## src/sv/pidc_pkg.sv

```systemverilog
// ----------------------------------------------------------------------------
// pidc_pkg
// widths, register codes and shared types of the positional pid controller
// ----------------------------------------------------------------------------
package pidc_pkg;

    localparam int SAMPLE_W  = 16;
    localparam int GAIN_W    = 16;
    localparam int GAIN_FRAC = 8;
    localparam int SUM_W     = 32;
    localparam int OUT_W     = 32;
    localparam int MODE_W    = 2;

    // error and error difference
    localparam int ERR_W  = SAMPLE_W + 1;
    localparam int DERR_W = ERR_W + 1;

    // products and accumulator
    localparam int PP_W  = GAIN_W + ERR_W;
    localparam int PI_W  = GAIN_W + SUM_W;
    localparam int PD_W  = GAIN_W + DERR_W;
    localparam int ACC_W = PI_W + 2;

    // configuration port
    localparam int CFG_ADDR_W = 3;
    localparam int CFG_W      = 16;

    localparam logic [CFG_ADDR_W-1:0] REG_TARGET = 3'd0;
    localparam logic [CFG_ADDR_W-1:0] REG_GAIN_P = 3'd1;
    localparam logic [CFG_ADDR_W-1:0] REG_GAIN_I = 3'd2;
    localparam logic [CFG_ADDR_W-1:0] REG_GAIN_D = 3'd3;
    localparam logic [CFG_ADDR_W-1:0] REG_MODE   = 3'd4;

    localparam logic [MODE_W-1:0] MODE_P   = 2'd0;
    localparam logic [MODE_W-1:0] MODE_PI  = 2'd1;
    localparam logic [MODE_W-1:0] MODE_PID = 2'd2;

    // job queue between front and back
    localparam int QDEPTH = 2;
    localparam int QPTR_W = (QDEPTH > 1) ? $clog2(QDEPTH) : 1;
    localparam int QCNT_W = $clog2(QDEPTH + 1);

    typedef struct packed {
        logic signed [SAMPLE_W-1:0] target;
        logic signed [GAIN_W-1:0]   gain_p;
        logic signed [GAIN_W-1:0]   gain_i;
        logic signed [GAIN_W-1:0]   gain_d;
        logic        [MODE_W-1:0]   mode;
    } t_cfg;

    // operands for the three products, unused terms already zeroed
    typedef struct packed {
        logic signed [ERR_W-1:0]  err;
        logic signed [SUM_W-1:0]  sum;
        logic signed [DERR_W-1:0] derr;
    } t_job;

endpackage

```

## src/sv/positional_pid_controller.sv

```systemverilog
// ----------------------------------------------------------------------------
// positional_pid_controller
// discrete positional pid controller, one measured sample in, one drive out
// ----------------------------------------------------------------------------
// Each accepted sample gives one drive value: err = target - sample, and
// drive = sat32((kp*err + ki*sum + kd*(err - last_err)) >>> 8), gains in
// signed q8.8 and the shift rounding toward minus infinity. In pi and pid
// modes the error is first added into a saturating 32-bit integral; the last
// error is kept only in pid mode (mode code three behaves as pid). The block
// takes one item per clock unless the queue is full, limited by the
// saturating integral update in the front; a drive value passes the queue,
// then the product, sum and output registers. A two-entry queue separates
// the front from the three-stage multiply, sum and saturate back, so the
// input keeps flowing while a result waits to be taken. Registers are
// written through i_cfg_we/i_cfg_addr/i_cfg_data; the user must write them
// only while the block is idle, which the block does not enforce. The order
// is target, gain_p, gain_i, gain_d, loop_mode; other indexes ignore writes.
// ----------------------------------------------------------------------------
module positional_pid_controller
    import pidc_pkg::*;
(
    input  logic                         i_clk,
    input  logic                         i_rst_n,
    // configuration writes
    input  logic                         i_cfg_we,
    input  logic [CFG_ADDR_W-1:0]        i_cfg_addr,
    input  logic [CFG_W-1:0]             i_cfg_data,
    // sample channel
    input  logic                         i_in_valid,
    output logic                         o_in_ready,
    input  logic signed [SAMPLE_W-1:0]   i_measured_value,
    // drive channel
    output logic                         o_out_valid,
    input  logic                         i_out_ready,
    output logic signed [OUT_W-1:0]      o_drive_value
);

    // configuration registers
    t_cfg r_cfg, n_cfg;

    // front to queue
    logic push;
    t_job push_job;
    logic q_full;

    // queue to back
    logic q_valid;
    logic q_pop;
    t_job pop_job;

    // register decode, mode reset is full pid
    always_comb begin
        n_cfg = r_cfg;
        if (i_cfg_we) begin
            case (i_cfg_addr)
                REG_TARGET: n_cfg.target = i_cfg_data[SAMPLE_W-1:0];
                REG_GAIN_P: n_cfg.gain_p = i_cfg_data[GAIN_W-1:0];
                REG_GAIN_I: n_cfg.gain_i = i_cfg_data[GAIN_W-1:0];
                REG_GAIN_D: n_cfg.gain_d = i_cfg_data[GAIN_W-1:0];
                REG_MODE:   n_cfg.mode   = i_cfg_data[MODE_W-1:0];
                default:    n_cfg        = r_cfg;
            endcase
        end
    end

    always_ff @(posedge i_clk) begin
        if (!i_rst_n) begin
            r_cfg.target <= '0;
            r_cfg.gain_p <= '0;
            r_cfg.gain_i <= '0;
            r_cfg.gain_d <= '0;
            r_cfg.mode   <= MODE_PID;
        end else begin
            r_cfg <= n_cfg;
        end
    end

    // front: error, integral and last error, zeroes unused terms
    pidc_front u_front (
        .i_clk    (i_clk),
        .i_rst_n  (i_rst_n),
        .i_cfg    (r_cfg),
        .i_valid  (i_in_valid),
        .o_ready  (o_in_ready),
        .i_sample (i_measured_value),
        .o_push   (push),
        .o_job    (push_job),
        .i_q_full (q_full)
    );

    // decoupling queue
    pidc_queue u_queue (
        .i_clk   (i_clk),
        .i_rst_n (i_rst_n),
        .i_push  (push),
        .i_job   (push_job),
        .o_full  (q_full),
        .o_valid (q_valid),
        .i_pop   (q_pop),
        .o_job   (pop_job)
    );

    // back: gains, sum, scale and clamp
    pidc_back u_back (
        .i_clk     (i_clk),
        .i_rst_n   (i_rst_n),
        .i_cfg     (r_cfg),
        .i_q_valid (q_valid),
        .o_q_pop   (q_pop),
        .i_job     (pop_job),
        .o_valid   (o_out_valid),
        .i_ready   (i_out_ready),
        .o_drive   (o_drive_value)
    );

    // a sample accepted with the queue full would be lost
    a_no_push_when_full: assert property (@(posedge i_clk) disable iff (!i_rst_n)
        push |-> !q_full)
        else $error("item pushed into a full queue");

    // the mode must not be written while items wait in the queue
    a_cfg_only_idle: assert property (@(posedge i_clk) disable iff (!i_rst_n)
        (i_cfg_we && i_cfg_addr == REG_MODE) |-> !q_valid)
        else $error("mode written with items queued");

    a_mode_reset: assert property (@(posedge i_clk)
        !i_rst_n |=> (r_cfg.mode == MODE_PID))
        else $error("mode not full pid after reset");

endmodule

```

## src/sv/pidc_front.sv

```systemverilog
// ----------------------------------------------------------------------------
// pidc_front
// takes samples, forms the error and keeps the integral and last error
// ----------------------------------------------------------------------------
module pidc_front
    import pidc_pkg::*;
(
    input  logic                       i_clk,
    input  logic                       i_rst_n,
    input  t_cfg                       i_cfg,
    input  logic                       i_valid,
    output logic                       o_ready,
    input  logic signed [SAMPLE_W-1:0] i_sample,
    output logic                       o_push,
    output t_job                       o_job,
    input  logic                       i_q_full
);

    logic signed [SUM_W-1:0]  r_error_sum, n_error_sum;
    logic signed [ERR_W-1:0]  r_prev_err,  n_prev_err;
    logic signed [ERR_W-1:0]  err;
    logic signed [DERR_W-1:0] derr;
    logic signed [SUM_W:0]    sum_wide;
    logic signed [SUM_W-1:0]  sum_sat;
    logic                     accept;
    logic                     use_i;
    logic                     use_d;

    assign o_ready = !i_q_full;
    assign accept  = i_valid && !i_q_full;
    assign use_i   = (i_cfg.mode != MODE_P);
    assign use_d   = use_i && (i_cfg.mode != MODE_PI);

    assign err  = ERR_W'(i_cfg.target) - ERR_W'(i_sample);
    assign derr = DERR_W'(err) - DERR_W'(r_prev_err);

    // saturating integral update
    assign sum_wide = (SUM_W+1)'(r_error_sum) + (SUM_W+1)'(err);
    always_comb begin
        if (sum_wide[SUM_W] != sum_wide[SUM_W-1]) begin
            sum_sat = sum_wide[SUM_W] ? {1'b1, {(SUM_W-1){1'b0}}}
                                      : {1'b0, {(SUM_W-1){1'b1}}};
        end else begin
            sum_sat = sum_wide[SUM_W-1:0];
        end
    end

    always_comb begin
        n_error_sum = r_error_sum;
        n_prev_err  = r_prev_err;
        if (accept && use_i) begin
            n_error_sum = sum_sat;
        end
        if (accept && use_d) begin
            n_prev_err = err;
        end
    end

    always_ff @(posedge i_clk) begin
        if (!i_rst_n) begin
            r_error_sum <= '0;
            r_prev_err  <= '0;
        end else begin
            r_error_sum <= n_error_sum;
            r_prev_err  <= n_prev_err;
        end
    end

    assign o_push     = accept;
    assign o_job.err  = err;
    assign o_job.sum  = use_i ? sum_sat : '0;
    assign o_job.derr = use_d ? derr : '0;

    a_p_mode_keeps_state: assert property (@(posedge i_clk) disable iff (!i_rst_n)
        (accept && i_cfg.mode == MODE_P) |=> ($stable(r_error_sum) && $stable(r_prev_err)))
        else $error("proportional step changed controller state");

    a_pi_mode_keeps_prev: assert property (@(posedge i_clk) disable iff (!i_rst_n)
        (accept && i_cfg.mode == MODE_PI) |=> $stable(r_prev_err))
        else $error("pi step changed last error");

    a_idle_keeps_state: assert property (@(posedge i_clk) disable iff (!i_rst_n)
        !accept |=> ($stable(r_error_sum) && $stable(r_prev_err)))
        else $error("state changed without an accepted item");

endmodule

```

## src/sv/pidc_queue.sv

```systemverilog
// ----------------------------------------------------------------------------
// pidc_queue
// short job queue between front and back
// ----------------------------------------------------------------------------
module pidc_queue
    import pidc_pkg::*;
(
    input  logic i_clk,
    input  logic i_rst_n,
    input  logic i_push,
    input  t_job i_job,
    output logic o_full,
    output logic o_valid,
    input  logic i_pop,
    output t_job o_job
);

    t_job              r_mem [QDEPTH];
    logic [QPTR_W-1:0] r_wr_ptr, n_wr_ptr;
    logic [QPTR_W-1:0] r_rd_ptr, n_rd_ptr;
    logic [QCNT_W-1:0] r_count,  n_count;
    logic              do_push;
    logic              do_pop;

    assign o_full  = (r_count == QCNT_W'(QDEPTH));
    assign o_valid = (r_count != '0);
    assign o_job   = r_mem[r_rd_ptr];
    assign do_push = i_push && !o_full;
    assign do_pop  = i_pop && o_valid;

    always_comb begin
        n_wr_ptr = r_wr_ptr;
        n_rd_ptr = r_rd_ptr;
        n_count  = r_count;
        if (do_push) begin
            n_wr_ptr = (r_wr_ptr == QPTR_W'(QDEPTH - 1)) ? '0 : r_wr_ptr + 1'b1;
        end
        if (do_pop) begin
            n_rd_ptr = (r_rd_ptr == QPTR_W'(QDEPTH - 1)) ? '0 : r_rd_ptr + 1'b1;
        end
        if (do_push && !do_pop) begin
            n_count = r_count + 1'b1;
        end else if (do_pop && !do_push) begin
            n_count = r_count - 1'b1;
        end
    end

    always_ff @(posedge i_clk) begin
        if (!i_rst_n) begin
            r_wr_ptr <= '0;
            r_rd_ptr <= '0;
            r_count  <= '0;
        end else begin
            r_wr_ptr <= n_wr_ptr;
            r_rd_ptr <= n_rd_ptr;
            r_count  <= n_count;
        end
    end

    always_ff @(posedge i_clk) begin
        if (do_push) begin
            r_mem[r_wr_ptr] <= i_job;
        end
    end

    a_count_bound: assert property (@(posedge i_clk) disable iff (!i_rst_n)
        r_count <= QCNT_W'(QDEPTH))
        else $error("queue count past depth");

    a_push_counts: assert property (@(posedge i_clk) disable iff (!i_rst_n)
        (do_push && !do_pop) |=> (r_count == $past(r_count) + 1'b1))
        else $error("queue count missed a push");

endmodule

```

## src/sv/pidc_back.sv

```systemverilog
// ----------------------------------------------------------------------------
// pidc_back
// products, sum, scaling and output saturation in three stages
// ----------------------------------------------------------------------------
module pidc_back
    import pidc_pkg::*;
(
    input  logic                    i_clk,
    input  logic                    i_rst_n,
    input  t_cfg                    i_cfg,
    input  logic                    i_q_valid,
    output logic                    o_q_pop,
    input  t_job                    i_job,
    output logic                    o_valid,
    input  logic                    i_ready,
    output logic signed [OUT_W-1:0] o_drive
);

    logic                    r_v1, r_v2, r_v3;
    logic signed [PP_W-1:0]  r_pp;
    logic signed [PI_W-1:0]  r_pi;
    logic signed [PD_W-1:0]  r_pd;
    logic signed [ACC_W-1:0] r_acc;
    logic signed [OUT_W-1:0] r_drive;
    logic signed [ACC_W-1:0] n_acc;
    logic signed [ACC_W-1:0] scaled;
    logic signed [OUT_W-1:0] drive_sat;
    logic                    en1, en2, en3;
    logic                    ovf;

    // a stage moves when the one after it is empty or moving
    assign en3     = !r_v3 || i_ready;
    assign en2     = !r_v2 || en3;
    assign en1     = !r_v1 || en2;
    assign o_q_pop = i_q_valid && en1;

    assign n_acc  = ACC_W'(r_pp) + ACC_W'(r_pi) + ACC_W'(r_pd);
    assign scaled = r_acc >>> GAIN_FRAC;
    assign ovf    = !((&scaled[ACC_W-1:OUT_W-1]) || !(|scaled[ACC_W-1:OUT_W-1]));

    always_comb begin
        if (ovf) begin
            drive_sat = scaled[ACC_W-1] ? {1'b1, {(OUT_W-1){1'b0}}}
                                        : {1'b0, {(OUT_W-1){1'b1}}};
        end else begin
            drive_sat = scaled[OUT_W-1:0];
        end
    end

    always_ff @(posedge i_clk) begin
        if (!i_rst_n) begin
            r_v1 <= 1'b0;
            r_v2 <= 1'b0;
            r_v3 <= 1'b0;
        end else begin
            if (en1) begin
                r_v1 <= i_q_valid;
            end
            if (en2) begin
                r_v2 <= r_v1;
            end
            if (en3) begin
                r_v3 <= r_v2;
            end
        end
    end

    always_ff @(posedge i_clk) begin
        if (en1) begin
            r_pp <= i_cfg.gain_p * i_job.err;
            r_pi <= i_cfg.gain_i * i_job.sum;
            r_pd <= i_cfg.gain_d * i_job.derr;
        end
        if (en2) begin
            r_acc <= n_acc;
        end
        if (en3) begin
            r_drive <= drive_sat;
        end
    end

    assign o_valid = r_v3;
    assign o_drive = r_drive;

    a_stage_moves: assert property (@(posedge i_clk) disable iff (!i_rst_n)
        (r_v2 && en3) |=> r_v3)
        else $error("item lost between sum and output stage");

    a_stall_holds: assert property (@(posedge i_clk) disable iff (!i_rst_n)
        (r_v3 && r_v2 && !i_ready) |=> r_v2)
        else $error("sum stage dropped an item during a stall");

endmodule

```

## config.mk

```make
export PLATFORM = sky130hd
export DESIGN_NAME = positional_pid_controller
export DESIGN_NICKNAME = d
export VERILOG_FILES = /design/src/sv/pidc_pkg.sv /design/src/sv/positional_pid_controller.sv /design/src/sv/pidc_front.sv /design/src/sv/pidc_queue.sv /design/src/sv/pidc_back.sv
export SDC_FILE = /design/constraint.sdc
export NUM_CORES = 2
export LEC_CHECK = 0
export BUFFER_PORTS_ARGS = -buffer_cell sky130_fd_sc_hd__clkbuf_2
export CAP_MARGIN = 30
export CORE_UTILIZATION = 40
export DETAILED_ROUTE_END_ITERATION = 10
export PLACE_DENSITY = 0.59
export SKIP_LAST_GASP = 1
export SLEW_MARGIN = 20
export SYNTH_ARGS = -nofsm -noshare
export SYNTH_HDL_FRONTEND = slang
export SYNTH_HIERARCHICAL = 1
export SYNTH_SLANG_ARGS = --single-unit
```

## constraint.sdc

```tcl
create_clock -name i_clk -period 9.03 [get_ports i_clk]
set_clock_uncertainty 0.15 [all_clocks]
set_input_delay 0.4515 -clock i_clk [delete_from_list [all_inputs] [get_ports i_clk]]
set_output_delay 0.4515 -clock i_clk [all_outputs]
set_load 0.05 [all_outputs]
```

== Yosys cells after proc, flatten, opt, wreduce, memory -nomap -nowiden ==
Memory sizes are Yosys's and may differ from the RTL's. A register that Yosys moved wholly into a read port is not among the register bits.
Index checks and enable logic that the tools add are counted.
Widths: inputs -> output; s select.
Word-level totals
  flip-flop bits (word level): 319
  RAM bits: 134
  logic and storage cells: 83
  memories: 1
Operators by class
  add/subtract/negate cells: 9
  $mul: 3
  equality and inequality tests: 7
  multiplexer cells: 14
  reduce and logical (&&, ||, !) cells: 31
Memories
  u_queue.r_mem: depth 2, width 67, rd ports 1, clocked after Yosys merged registers in 1, wr ports 1, line pidc_queue.sv:18  | t_job r_mem [QDEPTH];
Operators by type and width (count)
  $mux 32: 5
  $add 49x34->50: 1
  $add 33x48->49: 1
  $mul 16x32->48: 1
  $mul 16x18->34: 1
  $add 32x17->33: 1
  $mul 16x17->33: 1
  $mux 18: 1
  $sub 17x17->18: 1
  $sub 16x16->17: 1
  $reduce_and 11->1: 1
  $reduce_or 11->1: 1
  $reduce_and 2->1: 5
  $logic_and 1x1->1: 9
  $logic_not 1->1: 7
  $eq 3x2->1 const B: 2
  $mux 1: 6
  $reduce_bool 2->1: 3
  $logic_or 1x1->1: 4
  $mux 2: 2
  $eq 3x1->1 const B: 1
  $eq 3x3->1 const B: 1
  $logic_not 3->1: 1
  $add 1x1->1 const B: 2
  other kinds (5): 5

== Logic depth before layout (Yosys ltp) ==
  depth after elaboration: 9
  mapped depth: 28
  depth with buffers taken out: 25

== Cells and area by module ==
The synthesis kept the hierarchy.
By module, submodules not included
  pidc_back: times used 1, cells each 4963, area each 47824.6 um2
  pidc_front: times used 1, cells each 740, area each 5398.9 um2
  pidc_queue: times used 1, cells each 233, area each 5071.1 um2
  positional_pid_controller: times used 1, cells each 237, area each 2493.6 um2

== Worst setup path after synthesis ==
OpenSTA, ideal clock, no wires.
  path kind: register to register
  start: reg with a tool-made name
  end: reg u_back.r_pi[40], data pin
  arrival time: 6.546 ns
  data required time: 8.614 ns
  path slack: 2.068 ns
  cell stages (with the launch flop): 25
  clock period less this slack: 6.962 ns
  path through: dfxtp_1 -> buf_4 -> buf_6 -> mux2_1 -> clkbuf_1 -> nand2_1 -> fa_1 -> fa_1 -> fa_1 -> inv_1 -> fa_1 -> fa_1 -> inv_1 -> fa_1 -> inv_1 -> ha_1 -> a21o_1 -> a31o_1 -> a221o_1 -> a21oi_4 -> o31ai_4 -> a311o_4 -> a21o_1 -> a41o_1 -> xor2_1
RTL lines
  end signal: assignment: line pidc_back.sv:71  | r_pi <= i_cfg.gain_i * i_job.sum;
  end: declaration: line pidc_back.sv:21  | logic signed [PI_W-1:0] r_pi;

==> results.txt <==
placed insts - 8079
Clock H-tree levels - 2
worst-skew pair later-pin latency - 0.68 ns
VDD IR max - 214 uV
CP Max Fanout - 65
HP Start - i_measured_value[0]
max cap viols - 0
Initial Util - 40.4%
synth warn - 6
Synth Area in XOR/XNOR - 3.23%
Hold EP - u_front/r_prev_err[0]$_SDFFE_PN0P_
Post-CTS Resized - 0
Tcrit/Tclk final - 86.3%
CP required - 9.23 ns
width of the die - 392 um
Mapped Cells - 6173
Post-DP HPWL - 125000 um
synthesized flop and latch total - 446
Unique masters post-synth - 96
post-route antenna net violation count - 0
simple-gate share of the synthesized area - 12.9%
fin. max-slew vios - 0
commonest register cell after synthesis - edfxtp_1
hold path depth - 3
async set-or-reset flop fraction in the synthesized netlist - 0%
clock sinks - 446
Synth Area in Compound Gates - 7.39%
initial drt markers - 2323
outcome - complete, no violations
final setup violation count - 0
multiplexer share of the synthesized area - 2.43%
sequential cell area fraction in the yosys report - 20.0%
GRT overflow - 0
clk slew on worst S/H paths - 0.06 ns
Worst slew margin - 32.7%
largest family of logic cells by synthesized area - adder cells
fillers - 14500
Crit Path Category - register to register
io pins - 74
Synthesized Nets - 7713
synthesis-to-layout area growth - 7.31%
mapped cell area - 60800 sq um
All-Layer GR Usage - 21.1%
global-route wire length before repair - 251000 um
final layout net count - 7666
crit end category - register
Critical Path AT - 7.99 ns
f_max - 128 MHz
Setup TNS Final - 0 ns
dpl cell area - 63100 sq um
top cell type's share of synthesized area - 36.3%
PortBufs - 73
CTS Buffer Depth - 3
Via Count - 41400
RePlAce Congestion - 0.879
# rows - 142
Slew @ Worst Pin - 1.01 ns
Synth area leader - fa_1
drt wl/cell - 19.3 um
Die Ht - 392 um
final instance area - 65200 sq um
final wirelength - 158000 um
share of layout cells above drive strength 1 - 5.43%
worst hold-check path type - input pin to register
Post-synth EDFFs - 323
routed vias/inst - 5.05
initial antenna violation count - 0
Post-Synth Adder-Cell Area - 44.5%
largest net degree at the start of global routing - 68
reg-to-reg setup timing slack - 1.23 ns
Finished Layout Cells - 8189
Static Leak - 31.1 nW
most frequent cell after synthesis - inv_1
Commonest cells post-synth - inv_1, fa_1, nand2_1, and2_1, ha_1
DRC errors left - 0
Pwr per Cell Area - 196 nW/um^2
core area - 150000 sq um
vias in the first global route - 44900
main area contributors after synthesis - fa_1, edfxtp_1, ha_1, inv_1, nand2_1
CTS tree - done
CP Launch Type - register
RSZ-0062 raised after global routing - no
final worst path period need - 7.80 ns
CTS Buf Count - 55
endpoints failing hold - 0
CTS root buf - clkbuf_16
die area - 154000 sq um
cell depth of the worst flop-to-flop path - 24
Avg Inst Size Synth - 9.85 sq um
Pre-Repair DR Iteration Count - 5
RR Endpoint - u_back/r_pi[40]$_DFFE_PN_
==> layout by cell type, fill, tap and decap left out, types with 55 or more instances in the layout <==
| master | synthesis | layout |
|---|---|---|
| a21o_1 | 95 | 95 |
| a21oi_1 | 228 | 228 |
| and2_1 | 423 | 423 |
| clkbuf_16 | 0 | 55 |
| clkbuf_2 | 0 | 72 |
| dfxtp_1 | 123 | 122 |
| edfxtp_1 | 323 | 323 |
| fa_1 | 1102 | 1102 |
| ha_1 | 398 | 398 |
| inv_1 | 1275 | 1275 |
| mux2i_1 | 68 | 68 |
| nand2_1 | 822 | 821 |
| nor2_1 | 196 | 195 |
| o21ai_0 | 139 | 139 |
| xnor2_1 | 154 | 154 |
| xor2_1 | 68 | 68 |
==> worst max path at each step <==
| stage | cells after the start | slack [ns] | endpoint | startpoint |
|---|---|---|---|---|
| after floorplan | 24 | 2.07 | u_back/r_pi[40]$_DFFE_PN_ | register |
| after global placement | 24 | 1.46 | u_back/r_pi[40]$_DFFE_PN_ | register |
| after detailed placement | 24 | 1.37 | u_back/r_pi[40]$_DFFE_PN_ | register |
| after CTS | 24 | 1.29 | u_back/r_pi[40]$_DFFE_PN_ | register |
| after global routing | 24 | 0.90 | u_back/r_pi[44]$_DFFE_PN_ | register |
| final | 24 | 1.23 | u_back/r_pi[40]$_DFFE_PN_ | register |
==> power breakdown <==
part / switching [mW] / total (mW) / internal (mW)
Sequential: 0.387 / 3.53 / 3.14
Clock: 0.976 / 2.40 / 1.43
Combinational: 4.58 / 6.88 / 2.30
Total: 5.95 / 12.8 / 6.87
==> kinds of logic (layout without fill, tap and decap cells) <==
logic type / Yosys count / count (layout)
AO/OA/AOI/OAI: 697 / 697
XOR/XNOR: 223 / 223
adder cells (fa/ha/maj): 1500 / 1500
buffers and inverters: 1512 / 1511
flip-flops: 446 / 446
multiplexers: 137 / 137
other: 0 / 1
AND/OR/NAND/NOR: 1658 / 1658
==> cell type report <==
| class | instances | area (sq um) | share of cell area [%] |
|---|---|---|---|
| Timing Repair Buffer | 131 | 888 | 1.36 |
| Antenna cell | 1 | 2.50 | 0.00384 |
| Clock inverter | 43 | 597 | 0.915 |
| Sequential cell | 446 | 12200 | 18.6 |
| Multi-Input combinational cell | 4215 | 42900 | 65.7 |
| Clock buffer | 60 | 1400 | 2.14 |
| Inverter | 1277 | 4790 | 7.35 |
| Tap cell | 2016 | 2520 | 3.87 |
==> flip-flops by register name, summed over array words and instances (netlist names), named ones only <==
| signal | cells |
|---|---|
| u_queue/r_mem | 134 |
| u_back/o_drive | 32 |
| u_queue/r_wr_ptr | 1 |
| u_back/o_valid | 1 |
| u_back/r_pi | 48 |
| u_back/r_pp | 33 |
| u_front/r_error_sum | 32 |
| u_back/r_v2 | 1 |
| u_back/r_acc | 42 |
| u_back/r_pd | 34 |
| u_back/r_v1 | 1 |
| u_queue/r_count | 2 |
| r_cfg | 66 |
| u_front/r_prev_err | 17 |
| u_queue/r_rd_ptr | 1 |
==> repair_timing <==
| item | in CTS | in global routing |
|---|---|---|
| hold buffers | 1 | 0 |
| hold endpoints to repair | 1 | 0 |
| endpoints found under the setup margin | 0 | 0 |
| setup buffers | 0 | 0 |
==> routing by layer <==
metal / up-vias / wire length [um] / track usage (%)
met5: - / 0 / 0
met3: 239 / 6150 / 1.84
met2: 961 / 76700 / 36.3
met1: 21200 / 68300 / 27.6
met4: 0 / 6530 / 7.98
li1: 19000 / - / -
==> per-stage QoR <==
stage                     setup slack (ns)  util, %  total power [mW]  hold WS [ns]
after floorplan                       2.07        -              8.30         0.284
after global placement                1.46     42.0              10.3         0.294
after detailed placement              1.37     42.0              10.5         0.299
after CTS                             1.29     43.3              12.9        0.0348
after global routing                 0.904     43.4              13.8        0.0593
final                                 1.23     43.4              12.8        0.0799
==> worst max-delay path, cell delays in order, from the launching register on <==
cell and delay [ns]:
dfxtp_2 0.37, buf_12 0.36, mux2_1 0.64, and2_1 0.28, fa_1 0.54, inv_1 0.05, fa_1 0.47, fa_1 0.52
inv_1 0.06, fa_1 0.49, fa_1 0.49, inv_1 0.05, fa_1 0.50, inv_1 0.05, ha_1 0.34, a21o_1 0.20
a21oi_1 0.19, o21ai_1 0.09, a21oi_1 0.28, o21a_1 0.22, o31ai_4 0.10, a311o_4 0.36, a21o_1 0.20, a41o_1 0.24
xor2_1 0.14
(Power assumes the default switching activity.)
